--- src/rtl/core/pld_pkg.sv ---
package pld_pkg;

  localparam int NumSteps = 64;
  localparam int NumBytes = 16;

  typedef struct packed {
    logic        action;
    logic        is_signed;
    logic [1:0]  lane_size;
    logic [63:0] dividend_lo;
    logic [63:0] dividend_hi;
    logic [63:0] divisor_lo;
    logic [63:0] divisor_hi;
  } pld_req_t;

  typedef struct packed {
    logic [63:0] result_lo;
    logic [63:0] result_hi;
    logic [15:0] zero_divisor_lanes;
    logic [15:0] overflow_lanes;
  } pld_rsp_t;

  // per-item control carried alongside the datapath
  typedef struct packed {
    logic        rem;
    logic [1:0]  size;
    logic [15:0] neg_q;
    logic [15:0] neg_r;
    logic [15:0] zf;
    logic [15:0] of;
  } pld_ctl_t;

  typedef struct packed {
    pld_ctl_t     ctl;
    logic [127:0] num;
    logic [127:0] den;
  } pld_job_t;

  typedef struct packed {
    logic [127:0] r;
    logic [127:0] q;
  } pld_rq_t;

  // two's complement negate of the lanes whose bytes are selected
  function automatic logic [127:0] lane_neg(logic [127:0] x, logic [15:0] sel,
                                             logic [1:0] sz);
    logic [127:0] y;
    logic         c;
    logic [8:0]   s;
    int           lmask;
    y = x;
    c = 1'b0;
    lmask = (1 << sz) - 1;
    for (int j = 0; j < NumBytes; j++) begin
      if ((j & lmask) == 0) c = 1'b1;
      s = {1'b0, ~x[8*j +: 8]} + {8'd0, c};
      c = s[8];
      if (sel[j]) y[8*j +: 8] = s[7:0];
    end
    return y;
  endfunction

  // one restoring division step in every lane
  function automatic pld_rq_t div_step(logic [127:0] r, logic [127:0] q, logic [127:0] d,
                                       logic [1:0] sz, logic en);
    pld_rq_t      o;
    logic [127:0] rs;
    logic [127:0] qs;
    logic [127:0] df;
    logic [15:0]  bo;
    logic         b;
    logic         ok;
    logic [8:0]   t;
    int           lmask;
    int           w;
    int           jt;
    lmask = (1 << sz) - 1;
    w = 8 << sz;
    rs = r << 1;
    qs = q << 1;
    b = 1'b0;
    for (int j = 0; j < NumBytes; j++) begin
      if ((j & lmask) == 0) begin
        rs[8*j] = q[8*j + w - 1];
        qs[8*j] = 1'b0;
        b = 1'b0;
      end
      t = {1'b0, rs[8*j +: 8]} - {1'b0, d[8*j +: 8]} - {8'd0, b};
      bo[j] = t[8];
      df[8*j +: 8] = t[7:0];
      b = t[8];
    end
    o.r = r;
    o.q = q;
    if (en) begin
      for (int j = 0; j < NumBytes; j++) begin
        jt = (j & ~lmask) + lmask;
        ok = r[8*jt + 7] | ~bo[jt];
        o.r[8*j +: 8] = ok ? df[8*j +: 8] : rs[8*j +: 8];
        o.q[8*j +: 8] = qs[8*j +: 8];
        if (((j & lmask) == 0) && ok) o.q[8*j] = 1'b1;
      end
    end
    return o;
  endfunction

endpackage

--- src/rtl/core/pld_queue.sv ---
module pld_queue (
  input  logic              clk_i,
  input  logic              rst_ni,
  input  logic              push_i,
  input  pld_pkg::pld_job_t data_i,
  output logic              full_o,
  output logic              valid_o,
  output pld_pkg::pld_job_t data_o
);
  import pld_pkg::*;

  pld_job_t   mem_q [2];
  logic       wr_q, wr_d, rd_q, rd_d;
  logic [1:0] cnt_q, cnt_d;
  logic       pop;

  assign full_o  = (cnt_q == 2'd2);
  assign valid_o = (cnt_q != 2'd0);
  assign pop     = valid_o;
  assign data_o  = mem_q[rd_q];

  always_comb begin
    wr_d  = push_i ? ~wr_q : wr_q;
    rd_d  = pop ? ~rd_q : rd_q;
    cnt_d = cnt_q + {1'b0, push_i} - {1'b0, pop};
  end

  always_ff @(posedge clk_i or negedge rst_ni) begin
    if (!rst_ni) begin
      wr_q  <= 1'b0;
      rd_q  <= 1'b0;
      cnt_q <= 2'd0;
    end else begin
      wr_q  <= wr_d;
      rd_q  <= rd_d;
      cnt_q <= cnt_d;
    end
  end

  always_ff @(posedge clk_i) begin
    if (push_i) begin
      mem_q[wr_q] <= data_i;
    end
  end

endmodule

--- config.mk ---
export PLATFORM = sky130hd
export DESIGN_NAME = pld_queue
export DESIGN_NICKNAME = d
export VERILOG_FILES = /design/src/rtl/core/pld_pkg.sv /design/src/rtl/core/pld_queue.sv
export SDC_FILE = /design/constraint.sdc
export NUM_CORES = 1
export LEC_CHECK = 0
export BUFFER_PORTS_ARGS = -buffer_cell sky130_fd_sc_hd__buf_2
export CAP_MARGIN = 20
export CORE_AREA = 5 5 254 256
export CTS_BUF_LIST = sky130_fd_sc_hd__clkbuf_8
export CTS_CLUSTER_DIAMETER = 40
export DETAILED_ROUTE_END_ITERATION = 8
export DIE_AREA = 0 0 259 261
export PLACE_DENSITY_LB_ADDON = 0.3
export SLEW_MARGIN = 20
export SYNTH_ARGS = -nofsm -noshare
export SYNTH_HDL_FRONTEND = slang
export SYNTH_SLANG_ARGS = --single-unit
--- constraint.sdc ---
create_clock -name clk_i -period 34.7 [get_ports clk_i]
set_input_delay 3.47 -clock clk_i [delete_from_list [all_inputs] [get_ports clk_i]]
set_output_delay 3.47 -clock clk_i [all_outputs]
set_load 0.01 [all_outputs]
; Yosys cells after proc, flatten, opt, wreduce, memory -nomap -nowiden
; Memories as Yosys holds them, arrays and structs flattened.
; Cells that the tools add are included.
[totals]
ramBits = 646
mem_count = 1
output_inout_bits = 325
inputBits = 326
reg_bits = 4
[mem_list]
columns = name, depth, width, rd, rd_ports_with_merged_regs, wr, line
row1 = mem_q, 2, 323, 1, 0, 1, pld_queue.sv:12  ; pld_job_t mem_q [2];
[classes]
bitwise_logic = 2
n_mux = 2
n_addsub = 2
eq_ne = 1
n_reduce_logical = 1
[ops]
columns = operator, count
row1 = adder 2 x 1 -> 2 bit, 1
row2 = "equality test 2 bit, second input constant", 1
row3 = 2-to-1 mux 1 bit, 2
row4 = NOT 1 bit, 2
row5 = nonzero test 2 bit, 1
row6 = subtractor 2 x 1 -> 2 bit, 1

; Longest topological paths before layout
; Gate-level depths: netlist of the first run.
[logic_depth]
ltp_word = 2
mapped_depth = 4

; Least setup slack after synthesis of the first run
; Ideal clock, no wire load.
[synth_timing]
path_kind = input-to-reg
start = input port push_i
end = memory mem_q[0][0] (netlist bit) (enable)
t_arrival_ns = 17.347
setup_slack_ns = 16.300
cell_stages = 1
path_cell_list = nor2b_1
[synth_between]
elab_chain_len = 2
[synth_lines]
columns = element, line
row1 = "start, declared", pld_queue.sv:4  ; input logic push_i,
row2 = 2-to-1 mux 1 bit, pld_queue.sv:41  ; if (push_i) begin
row3 = 2-to-1 mux 1 bit (not written as such), pld_queue.sv:42  ; mem_q[wr_q] <= data_i;
row4 = "end, declared", pld_queue.sv:12
; Every way passes these cells.

==> results of run 1 <==
registers in the layout, summed over array words and instances (netlist names):
signal  cells
mem_q     646
cnt_q       2
wr_q        1
rd_q        1
where the power goes:
group          leakage, nW  switching, mW  internal, mW
Clock                 1.14          0.292         0.309
Combinational         3.92          0.373         0.295
Sequential            6.11         0.0465          1.04
Total                 11.2          0.712          1.65
cell families (layout without fill, tap and decap cells):
family | count (synthesis) | in the layout
other | 0 | 13
adder cells (fa/ha/maj) | 1 | 1
multiplexers | 323 | 323
AND/OR/NAND/NOR | 6 | 6
buffers and inverters | 36 | 853
flip-flops | 650 | 650
XOR/XNOR | 3 | 3
cell usage in the layout (no fill, tap or decap), drive strengths merged:
master / n
and2: 1
buf: 659
bufinv: 2
clkbuf: 109
clkinv: 35
clkinvlp: 4
dfrtp: 4
diode: 13
edfxtp: 646
ha: 1
inv: 44
mux2: 323
nand2: 1
nor2b: 3
or2: 1
xnor2: 1
xor2: 2
Yosys cell counts:
cell / number
and2_1: 1
buf_2: 6
buf_6: 30
dfrtp_1: 4
edfxtp_1: 646
ha_1: 1
mux2_2: 323
nand2_1: 1
nor2b_1: 3
or2_2: 1
xnor2_1: 1
xor2_1: 2
area by class of cell:
type / instances / area share
Antenna cell: 13 / 0.00110
Clock buffer: 109 / 0.0506
Clock inverter: 85 / 0.0152
Multi-Input combinational cell: 333 / 0.126
Sequential cell: 650 / 0.658
Tap cell: 846 / 0.0357
Timing Repair Buffer: 659 / 0.113
worst max-delay path by stage:
stage | start | end | slack [ps]
6_report | rd_q | data_o[302] | 27180
5_1_grt | rd_q | data_o[175] | 26970
4_1_cts | rd_q | data_o[302] | 27060
3_5_place_dp | rd_q | data_o[302] | 27850
3_3_place_gp | rd_q | data_o[274] | 27930
2_1_floorplan | push_i | mem_q[0][0] | 16300
per-stage QoR:
| step | worst slack, ps | hold slack [ps] | std cells |
|---|---|---|---|
| 2_1_floorplan | 16300 | 455 | 1019 |
| 4_1_cts | 27060 | 542 | 2682 |
| 3_5_place_dp | 27850 | 534 | 2488 |
| 6_report | 27180 | 539 | 2695 |
| 5_1_grt | 26970 | 559 | 2693 |
| 3_3_place_gp | 27930 | 532 | 2488 |
worst reg2reg max path, stage by stage, from the launching register on:
cell     delay, ps
dfrtp_1        420
and2_4         580
buf_4          860
buf_4          870
layer usage:
metal / global-route usage / part of all wire / vias up
li1: - / - / 5600
met1: 0.159 / 0.34 / 5981
met2: 0.277 / 0.52 / 509
met3: 0.0672 / 0.098 / 148
met4: 0.0733 / 0.038 / 28
met5: 0 / 0.0031 / -
==> run summary, run 1 <==
run status = complete, no violations
number of resized instances in the post-cts repair step = 0
Setup Fix Bufs, Post-CTS = 0
worst voltage drop across the vdd grid = 0.0424 mV
Worst R2R Start = wr_q
Post-route DRC = 0
most frequent cell on the critical path = buf_4
post-synthesis xor/xnor area fraction = 0.00111
data required time at the worst endpoint = 31230 ps
standard cell core area = 62300 um^2
overall global routing resource usage = 0.156
number of buffers added on ports = 650
flip-flop and latch count after synthesis = 650
capture point of the worst reg-to-reg path = mem_q[1][180]
Filler Cells Inserted = 5356
number of global-route vias before repair = 13.3k
count of TritonRoute iterations in the first routing pass = 4
initial antenna violation count = 27
number of sinks handled by clock tree synthesis = 650
post-synth net total = 1346
WP data arrival = 4050 ps
Slew @ Worst Pin = 1190 ps
Buffers & Inverters on Critical Path = 3
die area = 67600 um^2
instance count along the most critical hold path = 1
Design Area, Final = 29600 um^2
mean cell area of the mapped netlist = 23.1 um^2
top-area cell type share of the netlist area = 0.823
crit-path max cell delay = 920 ps
capture endpoint of the worst hold path = wr_q
post-DR wirelength/cell = 20.8 um
final-report setup violation count = 0
headroom to the max-slew limit = 0.203
Net count, final = 2079
share of the cycle needed by the critical path after routing = 0.217
R2R setup slack = 31560 ps
number of clock buffers inserted by TritonCTS = 108
cell area after synthesis = 23600 um^2
post-synthesis share of cell area spent on full adders, half adders and majority gates = 0.000531
wirelength, routed = 56100 um
count of final hold-check violations = 0
clock root buffer master = clkbuf_8
post-place instance area = 27600 um^2
Setup Crit Path Kind = reg -> out
CP endpoint kind = output pin
main combinational cell family by area after synthesis = multiplexers
kind of cell adding the most delay to the critical path = buffers and inverters
simple-gate share of the synthesized area = 0.00149
via count = 12.3k
area growth from synthesis to layout = 25.6%
number of design-rule violations left by the first detailed-router iteration = 796
maximum number of buffers from clock root to sink = 3
overall power = 2.36 mW
H-Tree Level Count = 3
Final GP Congestion = 0.846
maximum capacitance violations = 0
peak fanout along the critical path = 75
RSZ-0062 raised after global routing = no
Layout Skew = 22.0 ps
mux share of post-synthesis cell area = 0.154
final critical delay including setup and external delays = 7520 ps
synthesized netlist cell count = 1019
r2r worst-path depth = 3
cells along the critical path = buf_4 > buf_4 > mux2_2 > buf_2
grt total ovfl = 0
utilization of the core after routing = 0.476
final count of pins violating max slew = 0
total area of multi-input combinational cells = 3720 um^2
largest cells by area after synthesis = edfxtp_1 (82%), mux2_2 (15%), buf_6 (1.4%), dfrtp_1 (0.42%), buf_2 (0.13%)
placed wire-length estimate = 38700 um
Sequential Area = 19500 um^2
via density per instance = 4.55
first-pass GRT wire length = 79400 um
Max Fclk = 133 MHz
largest net degree at the start of global routing = 166
count of pins on the block boundary = 651
worst hold-check path type = reg -> reg
number of rows in the core area = 92
Pwr per Cell Area = 79.6 nW/um^2
share of synthesized area occupied by flip-flops and latches = 0.827
cell taking the most area after synthesis = edfxtp_1
die width = 259 um
initial cell density of the core = 0.379
number of antenna-violating nets in the routed design = 0
post-cts hold buffer count = 0
number of logic stages on the critical path including buffering = 4
reported leakage power = 11.2 nW
launch point of the worst hold path = wr_q
crit path max-delay cell type = dfrtp_4
Worst setup SP type = register
Skew-Pair Late Insertion Delay = 670 ps
Unique masters post-synth = 12
share of cells above drive strength 1 = 0.608
number of warnings reported in the yosys synthesis log = 0
TritonCTS clock tree = built
Die Height = 261 um
Compound-Gate Fraction of Synth Area = 0
Reg clk slew, reported paths = 60 ps
aggregate negative setup slack = 0 ps
(Power assumes the default switching activity.)
==> run 2, diff against run 1 <==
--- a/config.mk
+++ b/config.mk
@@ -5,13 +5,14 @@
 export SDC_FILE = /design/constraint.sdc
 export NUM_CORES = 1
 export LEC_CHECK = 0
+export ABC_AREA = 1
 export BUFFER_PORTS_ARGS = -buffer_cell sky130_fd_sc_hd__buf_2
 export CAP_MARGIN = 20
-export CORE_AREA = 5 5 254 256
+export CORE_AREA = 5 5 250 252
 export CTS_BUF_LIST = sky130_fd_sc_hd__clkbuf_8
 export CTS_CLUSTER_DIAMETER = 40
 export DETAILED_ROUTE_END_ITERATION = 8
-export DIE_AREA = 0 0 259 261
+export DIE_AREA = 0 0 255 257
 export PLACE_DENSITY_LB_ADDON = 0.3
 export SLEW_MARGIN = 20
 export SYNTH_ARGS = -nofsm -noshare
==> constraint.sdc (replaced) <==
create_clock -name clk_i -period 7.4 [get_ports clk_i]
set_input_delay 0.74 -clock clk_i [delete_from_list [all_inputs] [get_ports clk_i]]
set_output_delay 0.74 -clock clk_i [all_outputs]
set_load 0.01 [all_outputs]
==> run 2 against run 1 <==
Clock skew rose by 3.7 ps. Wire length rose by 10%. Hold slack got worse by 300 ps. Clock power rose to 4.9 times the previous value. Area after synthesis rose by 0.78%. Sequential power rose to 4.6 times the previous value. Cell count rose by 22%.
==> run summary, run 2 <==
Commonest cells post-synth = nand2_1 (975), edfxtp_1 (646), buf_2 (27)
fraction of synthesis flops using an asynchronous set or reset pin = 0.00615
share of cells above drive strength 1 = 0.319
number of clock buffers inserted by TritonCTS = 110
WP data arrival = 3610 ps
post-synth net total = 2036
wirelength, routed = 61800 um
via density per instance = 4.64
largest cells by area after synthesis = edfxtp_1 (82%), nand2_1 (15%), buf_6 (1.1%), buf_2 (0.57%), buf_4 (0.51%)
utilization of the core after routing = 0.496
kind of cell adding the most delay to the critical path = buffers and inverters
crit path max-delay cell type = dfrtp_4
final count of pins violating max slew = 0
Slew @ Worst Pin = 1110 ps
switching part of the total power = 0.292
worst hold-check path type = in -> reg
number of warnings reported in the yosys synthesis log = 0
Worst setup startpoint = rd_q
highest-count cells in the layout ignoring fill and taps = nand2_1 (975), buf_2 (650), edfxtp_1 (646)
via count = 15.3k
run status = complete, no violations
crit-path max cell delay = 820 ps
number of antenna-violating nets in the routed design = 0
area growth from synthesis to layout = 25.0%
most frequent cell on the critical path = nand2_1
Pwr per Cell Area = 332 nW/um^2
Net count, final = 2738
Unique masters post-synth = 14
count of final hold-check violations = 0
Setup Fix Bufs, Post-CTS = 0
number of design-rule violations left by the first detailed-router iteration = 1035
initial cell density of the core = 0.397
Max Fclk = 230 MHz
number of global-route vias before repair = 15.3k
top-area cell type share of the netlist area = 0.816
RSZ-0062 raised after global routing = no
part of the total power dissipated in combinational logic = 0.189
number of rows in the core area = 90
Worst setup SP type = register
number of flops mapped to enable cells by yosys = 646
data required time at the worst endpoint = 6660 ps
initial antenna violation count = 20
instance count along the most critical hold path = 1
peak fanout along the critical path = 164
largest registers = mem_q: 646 flops, cnt_q: 2 flops
Final GP Congestion = 0.857
final-report setup violation count = 0
Compound-Gate Fraction of Synth Area = 0.000211
capture point of the worst reg-to-reg path = mem_q[0][128]
post-synthesis share of cell area spent on full adders, half adders and majority gates = 0.000527
number of buffers added on ports = 650
Worst R2R Start = wr_q
first-pass GRT wire length = 90200 um
register bank with the most flops = mem_q
overall global routing resource usage = 0.179
share of synthesized area occupied by flip-flops and latches = 0.821
mux share of post-synthesis cell area = 0
standard cell core area = 59900 um^2
Synth Flop Type = edfxtp_1
clock root buffer master = clkbuf_8
die area = 65500 um^2
switching power = 2.88 mW
synthesized netlist cell count = 1709
number of logic stages on the critical path including buffering = 5
share of the cycle needed by the critical path after routing = 0.588
H-Tree Level Count = 3
headroom to the max-slew limit = 0.262
most common cell after layout, fill and taps aside = nand2_1
grt total ovfl = 0
largest net degree at the start of global routing = 174
reported leakage power = 12.9 nW
worst voltage drop across the vdd grid = 0.222 mV
count of TritonRoute iterations in the first routing pass = 5
TritonCTS clock tree = built
flip-flop and latch count after synthesis = 650
Post-route DRC = 0
Skew-Pair Late Insertion Delay = 670 ps
r2r worst-path depth = 3
final critical delay including setup and external delays = 4350 ps
overall power = 9.84 mW
Setup Crit Path Kind = reg -> out
number of sinks handled by clock tree synthesis = 650
hold_ws = 239 ps
die width = 255 um
Buffers & Inverters on Critical Path = 3
Layout Skew = 25.6 ps
fraction of power consumed by the clock network = 0.298
number of flip-flops in the largest register = 646
cell taking the most area after synthesis = edfxtp_1
mean cell area of the mapped netlist = 13.9 um^2
endpoint of the most critical setup path = data_o[100]
CP endpoint kind = output pin
cell area after synthesis = 23800 um^2
aggregate negative setup slack = 0 ps
count of pins on the block boundary = 651
maximum number of buffers from clock root to sink = 3
internal power = 6.97 mW
fraction of power consumed by sequential logic = 0.513
Reg clk slew, reported paths = 60 ps
post-synthesis xor/xnor area fraction = 0.000369
main combinational cell family by area after synthesis = simple AND/OR/NAND/NOR gates
library cell with the highest instance count after synthesis = nand2_1
R2R setup slack = 4810 ps
maximum capacitance violations = 0
cells along the critical path = inv_8 > buf_12 > nand2_1 > nand2_1 > buf_2
post-DR wirelength/cell = 18.8 um
placed wire-length estimate = 41300 um
Die Height = 257 um
simple-gate share of the synthesized area = 0.155
[run 2: worst min path at each step]
stage | startpoint | to | slack (ps)
after global routing | data_i[115] | mem_q[0][115] | 160
after detailed placement | rst_ni | wr_q | 560
after global placement | wr_q | wr_q | 530
after CTS | data_i[244] | mem_q[0][244] | 150
final | data_i[96] | mem_q[0][96] | 240
after floorplan | rst_ni | cnt_q[0] | 440
[run 2: cells by family after synthesis]
group,after synthesis
AOI/OAI and AO/OA,1
xor gates and xnor gates,1
adders and majority gates,1
buffers and inverters,76
DFF,650
and+or+nand+nor,980
[run 2: routing by layer]
layer	up-vias	wire, um	track usage
met2	609	31900	0.311
met5	-	74	0
met4	12	1330	0.0604
li1	7232	-	-
met3	101	5490	0.0562
met1	7327	23000	0.209
[run 2: per-stage QoR]
| stage | cells | instance area, um^2 | setup slack (ps) |
|---|---|---|---|
| final | 3292 | 29700 | 3050 |
| after global routing | 3288 | 29700 | 2800 |
| after CTS | 3277 | 29600 | 2990 |
| after detailed placement | 3079 | 27600 | 3780 |
| after global placement | 3079 | 27600 | 3780 |
| after floorplan | 1709 | 23800 | 1350 |
[run 2: repair_timing]
action / 4_1_cts / 5_1_grt
endpoints found under the hold margin: 4 / 0
hold buffers: 1 / 0
gates resized for setup: 0 / 0
[run 2: power by group through the flow]
stage / Clock (mW) / Combinational (mW) / Sequential (mW)
floorplan: 0 / 1.04 / 5.20
global placement: 0 / 1.87 / 5.11
detailed placement: 0 / 1.89 / 5.13
CTS: 3.02 / 1.89 / 5.06
global route: 3.21 / 2.04 / 5.10
finish: 2.93 / 1.86 / 5.05
[run 2: cell type report]
| type | count | area (um^2) |
|---|---|---|
| multi-input combinational | 983 | 3720 |
| clock buffer | 110 | 1510 |
| sequential | 650 | 19500 |
| timing repair buffer | 661 | 3410 |
| antenna | 14 | 35.0 |
| clock inverter | 87 | 502 |
| tap | 782 | 978 |
| inverter | 5 | 30.0 |
| fill | 5289 | 30200 |
==> run 3, diff against run 2 <==
==> constraint.sdc (replaced) <==
create_clock -name clk_i -period 4.4 [get_ports clk_i]
set_input_delay 0.44 -clock clk_i [delete_from_list [all_inputs] [get_ports clk_i]]
set_output_delay 0.44 -clock clk_i [all_outputs]
set_load 0.01 [all_outputs]
==> run 3 against run 2 <==
Clock power increased by 68%. Register-to-register slack got worse by 2900 ps. Highest routed layer unchanged. Sequential share of layout area decreased by 6.7 points. Combinational power increased by 89%. Cell count increased by 9.7%. Count of clock-buffer cells in the layout decreased by 2. Largest power group unchanged. Wire length increased by 6.9%. Core utilization increased by 5.7 points.
==> run summary, run 3 (same netlist as run 2, synthesis figures left out) <==
worst hold-check path type = in -> reg
post-DR wirelength/cell = 18.3 um
Worst setup SP type = register
Layout Skew = 26.0 ps
standard cell core area = 59900 um^2
headroom to the max-slew limit = 0.144
largest net degree at the start of global routing = 194
overall power = 17.0 mW
Max Fclk = 278 MHz
number of resized instances in the post-cts repair step = 0
Final GP Congestion = 0.881
post-place instance area = 27800 um^2
initial cell density of the core = 0.397
number of sinks handled by clock tree synthesis = 650
die area = 65500 um^2
utilization of the core after routing = 0.552
H-Tree Level Count = 3
RSZ-0062 raised after global routing = no
number of antenna-violating nets in the routed design = 0
kind of cell adding the most delay to the critical path = flip-flops
cells along the critical path = buf_12 > nand2_1 > nand2_1 > buf_2
die width = 255 um
Net count, final = 3074
Reg clk slew, reported paths = 60 ps
count of TritonRoute iterations in the first routing pass = 5
placed wire-length estimate = 42600 um
Setup Crit Path Kind = reg -> out
Pwr per Cell Area = 512 nW/um^2
most frequent cell on the critical path = nand2_1
number of rows in the core area = 90
post-cts hold buffer count = 324
number of design-rule violations left by the first detailed-router iteration = 1147
reported leakage power = 14.3 nW
Slew @ Worst Pin = 1280 ps
final critical delay including setup and external delays = 3590 ps
overall global routing resource usage = 0.192
number of flip-flops in the largest register = 646
pre-CTS setup slack = 1660 ps
Skew-Pair Late Insertion Delay = 680 ps
largest registers = mem_q: 646 flops, cnt_q: 2 flops
count of pins on the block boundary = 651
maximum capacitance violations = 0
count of final hold-check violations = 0
maximum number of buffers from clock root to sink = 3
via count = 16.7k
register bank with the most flops = mem_q
TritonCTS clock tree = built
highest-count cells in the layout ignoring fill and taps = nand2_1 (974), buf_2 (650), edfxtp_1 (646)
number of buffers added on ports = 650
final-report setup violation count = 0
initial antenna violation count = 9
clock root buffer master = clkbuf_8
grt total ovfl = 0
crit path max-delay cell type = dfrtp_4
wirelength, routed = 66000 um
Buffers & Inverters on Critical Path = 2
share of cells above drive strength 1 = 0.288
first-pass GRT wire length = 97900 um
area growth from synthesis to layout = 39.2%
Die Height = 257 um
number of clock buffers inserted by TritonCTS = 107
most common cell after layout, fill and taps aside = nand2_1
via density per instance = 4.62
worst voltage drop across the vdd grid = 0.337 mV
number of global-route vias before repair = 17.5k
run status = complete, no violations
CP endpoint kind = output pin
Setup Fix Bufs, Post-CTS = 0
peak fanout along the critical path = 193
Design Area, Final = 33100 um^2
WP data arrival = 3150 ps
worst-case setup margin in the final layout = 805 ps
final count of pins violating max slew = 0
data required time at the worst endpoint = 3960 ps
Post-route DRC = 0
share of the cycle needed by the critical path after routing = 0.817
crit-path max cell delay = 890 ps
==> run 3: changes by cell type in the layout (fill, tap and decap cells not counted), sizes merged <==
cell,before,now
dlygate4sd3,1,324
buf,660,676
clkinv,33,25
diode,14,6
clkinvlp,9,3
inv,46,50
clkbuf,110,108
bufinv,4,5
==> run 3: layout make-up <==
type                    count  area, um^2
diodes                      6        15.0
clock buffers             108        1490
clock inverters            78         512
fillers                  4895       26800
inverters                   5        37.5
multi-input cells         983        3720
flip-flops and latches    650       19500
well taps                 782         978
repair buffers           1000        6830
==> run 3: worst paths after layout <==
kind                              from            end  slack, ps  cells past startpoint
worst max register to register    wr_q  mem_q[1][124]       1950                      3
worst min register to register    wr_q           wr_q        540                      1
max in group asynchronous       rst_ni           rd_q       4130                      2
worst max-delay path              rd_q    data_o[107]        810                      4
min in group asynchronous       rst_ni       cnt_q[0]        130                      2
worst min-delay path            push_i           wr_q         90                      2
==> run 3: per-stage QoR <==
step	instances	hold WS, ps	setup TNS (ps)
floorplan	1709	144	-829160
CTS	3606	2.65	0
global placement	3096	254	0
detailed placement	3096	253	0
finish	3612	92.3	0
global route	3611	44.2	0
==> run 3: power by group <==
group	internal (mW)	total, mW	switching, mW
sequential	8.20	8.50	0.295
clock	2.59	4.93	2.34
combinational	1.19	3.52	2.33
total	12.0	17.0	4.97
==> run 3: metal layers <==
layer / track usage / routed length (um)
met5: 0 / 34
met4: 0.0972 / 3110
met3: 0.0566 / 5370
met2: 0.331 / 33500
met1: 0.218 / 24000
